[config.mk]
export PLATFORM = sky130hd
export DESIGN_NAME = i2c_master_event_sequencer_core
export DESIGN_NICKNAME = d
export VERILOG_FILES = /design/src/hdl/i2cms_pkg.sv /design/src/hdl/i2cms_front.sv /design/src/hdl/i2cms_queue.sv /design/src/hdl/i2cms_back.sv /design/src/hdl/i2c_master_event_sequencer_core.sv
export SDC_FILE = /design/constraint.sdc
export NUM_CORES = 1
export LEC_CHECK = 0
export BUFFER_PORTS_ARGS = -buffer_cell sky130_fd_sc_hd__clkbuf_2
export CORE_MARGIN = 2
export CORE_UTILIZATION = 35
export CTS_CLUSTER_DIAMETER = 100
export CTS_CLUSTER_SIZE = 16
export DETAILED_ROUTE_END_ITERATION = 12
export HOLD_SLACK_MARGIN = 0.12
export PLACE_DENSITY = 0.58
export SYNTH_ARGS = -nofsm -noshare
export SYNTH_HDL_FRONTEND = slang
export SYNTH_SLANG_ARGS = --single-unit
[constraint.sdc]
create_clock -name clk -period 4.94 [get_ports clk]
set_clock_uncertainty 0.15 [all_clocks]
set_input_delay 0.988 -clock clk [delete_from_list [all_inputs] [get_ports clk]]
set_output_delay 0.988 -clock clk [all_outputs]
set_load 0.01 [all_outputs]
[src/hdl/i2cms_pkg.sv]
`timescale 1ns / 1ps
// ----------------------------------------------------------------------------
// i2cms_pkg: shared types and constants
// Transaction payloads, event codes and queue entry format for the I2C
// master event sequencer.
// ----------------------------------------------------------------------------
package i2cms_pkg;

  localparam logic [23:0] EV_START_SENT    = 24'h030001;
  localparam logic [23:0] EV_TX_ADDR_SENT  = 24'h070082;
  localparam logic [23:0] EV_TX_BYTE_DONE  = 24'h070084;
  localparam logic [23:0] EV_RX_ADDR_SENT  = 24'h030002;
  localparam logic [23:0] EV_RX_BYTE_READY = 24'h030044;
  localparam logic [15:0] ERROR_FLAG_MASK  = 16'hff00;
  localparam logic [7:0]  RW_BIT           = 8'h01;

  localparam logic [1:0] ACK_KEEP = 2'd0;
  localparam logic [1:0] ACK_ON   = 2'd1;
  localparam logic [1:0] ACK_OFF  = 2'd2;

  localparam logic [2:0] ERR_NONE     = 3'd0;
  localparam logic [2:0] ERR_UNLISTED = 3'd6;

  typedef enum logic [2:0] {
    OP_START,
    OP_START_SENT,
    OP_TX_BYTE,
    OP_RX_ADDR,
    OP_RX_BYTE,
    OP_ERROR,
    OP_OTHER
  } op_t;

  typedef struct packed {
    logic        kind;
    logic [23:0] status_word;
    logic [7:0]  slave_address;
    logic [7:0]  write_count;
    logic [7:0]  read_count;
    logic        has_write;
    logic        has_read;
    logic [7:0]  write_byte;
    logic [7:0]  read_byte;
  } in_item_t;

  typedef struct packed {
    logic       send_address;
    logic       send_data_byte;
    logic [7:0] out_byte;
    logic [7:0] buffer_index;
    logic       store_read;
    logic       make_start;
    logic       make_stop;
    logic [1:0] ack_control;
    logic       clear_status;
    logic       read_done;
    logic       transfer_done;
    logic [2:0] error_code;
  } out_item_t;

  typedef struct packed {
    op_t         op;
    logic [7:0]  slave_address;
    logic        has_write;
    logic        has_read;
    logic [7:0]  write_count;
    logic [7:0]  read_count;
    logic [7:0]  data_byte;
    logic [15:0] error_flags;
  } entry_t;

endpackage

[src/hdl/i2cms_front.sv]
`timescale 1ns / 1ps
// ----------------------------------------------------------------------------
// i2cms_front: transaction classifier
// Matches status events against the known patterns, saturates byte counts
// and packs a queue entry for the back end.
// ----------------------------------------------------------------------------
module i2cms_front #(
  parameter int unsigned MAX_BYTES = 255
) (
  input  i2cms_pkg::in_item_t item,
  output i2cms_pkg::entry_t   entry
);
  import i2cms_pkg::*;

  localparam int unsigned CapInt = (MAX_BYTES > 255) ? 255 : MAX_BYTES;
  localparam logic [7:0] Cap = 8'(CapInt);

  always_comb begin
    entry               = '0;
    entry.slave_address = item.slave_address;
    entry.has_write     = item.has_write;
    entry.has_read      = item.has_read;
    entry.write_count   = (item.write_count > Cap) ? Cap : item.write_count;
    entry.read_count    = (item.read_count > Cap) ? Cap : item.read_count;
    entry.error_flags   = item.status_word[23:8];
    entry.data_byte     = item.write_byte;
    priority if (!item.kind) begin
      entry.op = OP_START;
    end else if (item.status_word == EV_START_SENT) begin
      entry.op = OP_START_SENT;
    end else if (item.status_word == EV_TX_ADDR_SENT ||
                 item.status_word == EV_TX_BYTE_DONE) begin
      entry.op = OP_TX_BYTE;
    end else if (item.status_word == EV_RX_ADDR_SENT) begin
      entry.op = OP_RX_ADDR;
    end else if (item.status_word == EV_RX_BYTE_READY) begin
      entry.op        = OP_RX_BYTE;
      entry.data_byte = item.read_byte;
    end else if ((item.status_word[15:0] & ERROR_FLAG_MASK) != '0) begin
      entry.op = OP_ERROR;
    end else begin
      entry.op = OP_OTHER;
    end
  end

endmodule

[src/hdl/i2cms_queue.sv]
`timescale 1ns / 1ps
// ----------------------------------------------------------------------------
// i2cms_queue: two-entry decoupling queue
// Holds classified transactions between the front and back ends.
// ----------------------------------------------------------------------------
module i2cms_queue (
  input  logic               clk,
  input  logic               rst,
  input  logic               push,
  input  i2cms_pkg::entry_t  push_entry,
  output logic               full,
  input  logic               pop,
  output logic               head_valid,
  output i2cms_pkg::entry_t  head_entry
);
  import i2cms_pkg::*;

  entry_t     slots [2];
  logic       wr_ptr;
  logic       rd_ptr;
  logic [1:0] count;

  assign full       = (count == 2'd2);
  assign head_valid = (count != 2'd0);
  assign head_entry = slots[rd_ptr];

  always_ff @(posedge clk) begin
    if (rst) begin
      wr_ptr <= 1'b0;
      rd_ptr <= 1'b0;
      count  <= 2'd0;
    end else begin
      if (push) begin
        wr_ptr <= ~wr_ptr;
      end
      if (pop) begin
        rd_ptr <= ~rd_ptr;
      end
      count <= count + 2'(push) - 2'(pop);
    end
  end

  always_ff @(posedge clk) begin
    if (push) begin
      slots[wr_ptr] <= push_entry;
    end
  end

endmodule

[src/hdl/i2cms_back.sv]
`timescale 1ns / 1ps
// ----------------------------------------------------------------------------
// i2cms_back: transfer sequencer
// Carries out queued transactions against the transfer state and
// registers one result per transaction.
// ----------------------------------------------------------------------------
module i2cms_back (
  input  logic                clk,
  input  logic                rst,
  input  logic                head_valid,
  input  i2cms_pkg::entry_t   head_entry,
  output logic                pop,
  output logic                out_valid,
  input  logic                out_ready,
  output i2cms_pkg::out_item_t out_item
);
  import i2cms_pkg::*;

  logic [7:0]  bus_address_byte, bus_address_byte_next;
  logic [7:0]  writes_left, writes_left_next;
  logic [7:0]  reads_left, reads_left_next;
  logic [7:0]  position, position_next;
  logic        read_phase_wanted, read_phase_wanted_next;
  logic [15:0] error_bits, error_bits_next;
  out_item_t   result;

  function automatic logic [2:0] encode_error(input logic [15:0] bits);
    logic [2:0] code;
    code = ERR_NONE;
    if (bits != '0) begin
      code = ERR_UNLISTED;
      for (int i = 6; i >= 0; i--) begin
        if (bits[i]) begin
          code = 3'(i + 1);
        end
      end
    end
    return code;
  endfunction

  assign pop = head_valid && (!out_valid || out_ready);

  always_comb begin
    bus_address_byte_next  = bus_address_byte;
    writes_left_next       = writes_left;
    reads_left_next        = reads_left;
    position_next          = position;
    read_phase_wanted_next = read_phase_wanted;
    error_bits_next        = error_bits;
    result                 = '0;
    unique case (head_entry.op)
      OP_START: begin
        if (head_entry.has_write) begin
          bus_address_byte_next = head_entry.slave_address & ~RW_BIT;
        end else if (head_entry.has_read) begin
          bus_address_byte_next = head_entry.slave_address | RW_BIT;
        end
        writes_left_next       = head_entry.write_count;
        reads_left_next        = head_entry.read_count;
        read_phase_wanted_next = head_entry.has_read;
        position_next          = '0;
        error_bits_next        = '0;
        result.ack_control     = ACK_ON;
        result.make_start      = 1'b1;
      end
      OP_START_SENT: begin
        result.send_address = 1'b1;
        result.out_byte     = bus_address_byte;
      end
      OP_TX_BYTE: begin
        if (writes_left != '0) begin
          result.send_data_byte = 1'b1;
          result.out_byte       = head_entry.data_byte;
          result.buffer_index   = position;
          position_next         = position + 8'd1;
          writes_left_next      = writes_left - 8'd1;
        end
        if (writes_left_next == '0) begin
          if (read_phase_wanted) begin
            bus_address_byte_next = bus_address_byte | RW_BIT;
            result.ack_control    = ACK_ON;
            result.make_start     = 1'b1;
            position_next         = '0;
          end else begin
            result.make_stop     = 1'b1;
            result.transfer_done = 1'b1;
          end
        end
      end
      OP_RX_ADDR: begin
        if (reads_left == 8'd1) begin
          result.ack_control = ACK_OFF;
        end
      end
      OP_RX_BYTE: begin
        if (reads_left != '0) begin
          result.store_read   = 1'b1;
          result.out_byte     = head_entry.data_byte;
          result.buffer_index = position;
          position_next       = position + 8'd1;
          reads_left_next     = reads_left - 8'd1;
        end
        if (reads_left_next == 8'd1) begin
          result.ack_control = ACK_OFF;
          result.make_stop   = 1'b1;
        end else if (reads_left_next == '0) begin
          result.make_stop     = 1'b1;
          result.read_done     = 1'b1;
          result.transfer_done = 1'b1;
        end
      end
      OP_ERROR: begin
        error_bits_next = head_entry.error_flags;
      end
      OP_OTHER: begin
        result.clear_status = 1'b1;
      end
      default: begin
        result.clear_status = 1'b1;
      end
    endcase
    result.error_code = encode_error(error_bits_next);
  end

  always_ff @(posedge clk) begin
    if (rst) begin
      bus_address_byte  <= '0;
      writes_left       <= '0;
      reads_left        <= '0;
      position          <= '0;
      read_phase_wanted <= 1'b0;
      error_bits        <= '0;
      out_valid         <= 1'b0;
    end else begin
      if (pop) begin
        bus_address_byte  <= bus_address_byte_next;
        writes_left       <= writes_left_next;
        reads_left        <= reads_left_next;
        position          <= position_next;
        read_phase_wanted <= read_phase_wanted_next;
        error_bits        <= error_bits_next;
        out_valid         <= 1'b1;
      end else if (out_ready) begin
        out_valid <= 1'b0;
      end
    end
  end

  always_ff @(posedge clk) begin
    if (pop) begin
      out_item <= result;
    end
  end

  a_one_send: assert property (@(posedge clk) disable iff (rst)
    out_valid |-> !(out_item.send_address && out_item.send_data_byte))
    else $error("address and data send in one result");

  a_start_stop: assert property (@(posedge clk) disable iff (rst)
    out_valid |-> !(out_item.make_start && out_item.make_stop))
    else $error("start and stop in one result");

  a_done_stop: assert property (@(posedge clk) disable iff (rst)
    (out_valid && out_item.transfer_done) |-> out_item.make_stop)
    else $error("transfer done without stop");

  a_error_kept: assert property (@(posedge clk) disable iff (rst)
    (pop && head_entry.op != OP_START && head_entry.op != OP_ERROR)
      |=> $stable(error_bits))
    else $error("error bits changed by a non-error event");

endmodule

[src/hdl/i2c_master_event_sequencer_core.sv]
`timescale 1ns / 1ps
// ----------------------------------------------------------------------------
// i2c_master_event_sequencer_core: I2C master event sequencer
// A transaction is registered in the queue, then in the back end's output
// register. Throughput: one transaction per cycle while out_ready holds;
// the back end runs one per cycle; the two-entry queue absorbs output stalls.
// Reset: synchronous; clears the queue, output valid and all transfer state.
// ----------------------------------------------------------------------------
module i2c_master_event_sequencer_core #(
  parameter int unsigned MAX_BYTES = 255
) (
  input  logic                  clk,
  input  logic                  rst,
  input  logic                  in_valid,
  output logic                  in_ready,
  input  i2cms_pkg::in_item_t   in_item,
  output logic                  out_valid,
  input  logic                  out_ready,
  output i2cms_pkg::out_item_t  out_item
);
  import i2cms_pkg::*;

  entry_t front_entry;
  entry_t head_entry;
  logic   q_full;
  logic   q_push;
  logic   q_pop;
  logic   q_head_valid;

  assign in_ready = !q_full;
  assign q_push   = in_valid && in_ready;

  i2cms_front #(
    .MAX_BYTES (MAX_BYTES)
  ) u_front (
    .item  (in_item),
    .entry (front_entry)
  );

  i2cms_queue u_queue (
    .clk        (clk),
    .rst        (rst),
    .push       (q_push),
    .push_entry (front_entry),
    .full       (q_full),
    .pop        (q_pop),
    .head_valid (q_head_valid),
    .head_entry (head_entry)
  );

  i2cms_back u_back (
    .clk        (clk),
    .rst        (rst),
    .head_valid (q_head_valid),
    .head_entry (head_entry),
    .pop        (q_pop),
    .out_valid  (out_valid),
    .out_ready  (out_ready),
    .out_item   (out_item)
  );

endmodule
==> results by group <==
Run status
  • Status: complete, no violations

Setup path
  • Critical-path top delay cell: buf_4
  • CP Max Fanout: 37
  • Crit. End Element: register
  • Crit path DAT: 3.41 ns
  • CP Launch Type: register
  • Worst EP required: 4.97 ns
  • Worst path max stage delay: 0.56 ns
  • Critical-path cell list: buf_4 -> mux2i_4 -> o21ai_2 -> a22oi_1 -> nand2_1 -> or3_1 -> o311a_1
  • Critical path class: reg -> reg

CTS
  • H-tree lvl count: 4
  • CTS sink count: 188
  • CTS tree: built
  • CTS root buf: clkbuf_16
  • Clk slew on worst S/H paths: 0.08 ns
  • CTS Hold Bufs: 0
  • Latest clock arrival within the worst-skew pair: 0.44 ns
  • CTS max path bufs: 2
  • CTS buffer count: 17
  • Post-CTS Resized: 0
  • Setup Fix Bufs, Post-CTS: 0

STA
  • Fmax achieved: 0.296 GHz
  • Worst Tran Pin Value: 0.944 ns
  • RSZ-0062 raised after global routing: false
  • Final Hold Vio Count: 0
  • Setup TNS: 0 ns
  • Relative slew slack: 37.1%
  • Final Cycle Share: 68.5%
  • Final Max Tran Viols: 0
  • Final setup vio count: 0
  • Crit path time final: 3.38 ns

Placed design
  • IO Port Bufs: 100
  • Final GP Congestion: 0.864
  • Post-DP HPWL: 12300 um
  • DP Cell Count: 1089

Final layout
  • Core Util, Final: 41.7%
  • Area growth syn-to-layout: 17.5%
  • Ant diodes: 0
  • Commonest non-fill, non-tap cell in the layout: edfxtp_1
  • Fin cells: 1121
  • Most frequent cells in the layout: edfxtp_1 (133), clkbuf_2 (100), nor2_1 (65)
  • Post-layout net count: 867
  • Layout cells sized above 1: 22.2%

Global route
  • First-pass GRT wire length: 29000 um
  • Initial antenna violation count: 0
  • Total track usage: 15.3%
  • Global Route met3 Usage: 3.86%
  • Met1 Usage GRT: 21.8%
  • Number of global-route vias before repair: 5305
  • Most Used Layer, Global Route: met2
  • Total grt overflow: 0
  • Global Route met2 Usage: 23.0%
  • Largest net degree at the start of global routing: 54

Floorplan
  • Die height: 158 um
  • Top Ports: 102
  • Initial core utilization: 35.5%
  • Die footprint: 24900 um^2
  • Row count: 56
  • Core box area: 23300 um^2
  • Die width: 158 um

Synthesis
  • Number of enable flip-flop cells after synthesis: 133
  • Post-synth ARST share: 0%
  • Synth Cell Area: 8280 um^2
  • Synth Flop Type: edfxtp_1
  • Avg Cell Area, Syn: 12.0 um^2
  • Post-synthesis cell type count: 64
  • Sequential fraction of the synthesis area: 61.5%
  • Post-Syn Instances: 688
  • #FFs+latches synth: 188
  • Area leader, netlist: edfxtp_1
  • Net Count, Synth: 766
  • Synth area leaders: edfxtp_1 (48%), dfxtp_1 (13%), mux2i_1 (5.6%)
  • Yosys warning count: 0
  • Synth top area share: 48.2%

Route
  • DRC viols: 0
  • WL final: 18400 um
  • Final ANT Viol Nets: 0
  • DRT iter0 DRCs: 411
  • Vias: 5692
  • DRT Pass-1 Iters: 8
  • Routed vias/inst: 5.08
  • Post-DR wirelength/cell: 16.4 um

Pwr
  • Leak: 3.54 nW
  • Pint: 0.00355 W
  • Worst VDD drop: 0.276 mV
  • Clock power share: 24.0%
  • Comb pwr share: 35.3%
  • Power Density: 582 nW/um^2
  • P_sw: 0.00211 W
  • Reg power frac: 40.7%
  • Switching share of power: 37.2%

Hold path
  • Min-Delay Path Class: reg -> reg
  • Worst hold start: u_back.position[7]

Run
  • Max_cap viols: 0
final timing paths:
| check | end | slack, ns | depth (start not counted) |
|---|---|---|---|
| max | u_back.out_item[1] | 1.56 | 7 |
| min | u_back.position[7] | 0.33 | 1 |
| max reg2reg | u_back.out_item[1] | 1.56 | 7 |
| min reg2reg | u_back.position[7] | 0.33 | 1 |
critical path, delay by kind of cell, from the launching register on:
kind / cells / cell delay, ns
DFF: 1 / 0.37
and+or+nand+nor: 2 / 0.48
muxes: 1 / 0.46
buffers and inverters: 1 / 0.56
AOI/OAI and AO/OA: 3 / 1.10
state kept, by name (all words and copies together), names as in the netlist, 2 cells and up, named ones only:
signal                   cells
u_back.out_item             29
u_back.error_bits           16
u_queue.slots              104
u_back.writes_left           8
u_back.reads_left            8
u_queue.count                2
u_back.bus_address_byte      8
u_back.position              8
metrics by stage:
step | setup WS, ns | instance area, um^2 | hold slack, ns | total power, W
2_1_floorplan | 1.07 | 8280 | 0.290 | 0.00376
3_3_place_gp | 1.20 | 9140 | 0.309 | 0.00433
3_5_place_dp | 1.19 | 9140 | 0.317 | 0.00434
4_1_cts | 1.53 | 9730 | 0.331 | 0.00572
5_1_grt | 1.30 | 9730 | 0.363 | 0.00604
6_report | 1.56 | 9730 | 0.329 | 0.00566
metal layers:
layer	part of all wire [%]	routed length, um
met4	1.6	301
met1	49	8910
met3	5.0	909
met2	45	8230
met5	0	0
cells in the mapped netlist (all sizes together), types with 2 or more instances:
cell      n
a211oi   23
a21boi    3
a21oi    35
a22oi    22
a311oi    4
a31oi     3
a32o      2
and2     11
and3      6
and4b     2
buf      15
clkbuf   14
dfxtp    55
edfxtp  133
ha        7
inv      16
mux2     16
mux2i    48
nand2    54
nand2b    4
nand3    12
nand3b    2
nand4     3
nor2     66
nor2b     6
nor3     24
nor3b     2
nor4      5
o21a      3
o21ai    41
o221ai    3
o22ai     5
o311a     2
o31a      2
o31ai     2
o32ai     3
or2       4
or3       5
or3b      2
or4       3
xnor2     6
xor2      3
cells by family (layout without fill, tap and decap cells):
logic type	count (synthesis)	in the layout	share of synthesized area (%)
AND/OR/NAND/NOR	213	213	12.7
flip-flops	188	188	61.5
AO/OA/AOI/OAI	162	162	12.9
multiplexers	64	64	8.37
buffers and inverters	45	159	2.46
XOR/XNOR	9	9	0.952
adder cells (fa/ha/maj)	7	7	1.06
cell type report:
cell class | count | area, um^2
Sequential cell | 188 | 5100
Tap cell | 319 | 399
Clock buffer | 17 | 425
Timing Repair Buffer | 111 | 583
Clock inverter | 15 | 169
Inverter | 16 | 60.1
Multi-Input combinational cell | 455 | 3000
Fill cell | 2237 | 13600
power by group through the flow:
stage,Sequential [W],Combinational [W],Clock [W]
finish,0.00230,0.00200,0.00136
global route,0.00234,0.00224,0.00145
CTS,0.00231,0.00201,0.00140
detailed placement,0.00234,0.00200,0
global placement,0.00234,0.00199,0
floorplan,0.00235,0.00141,0
(Power assumes the default switching activity.)
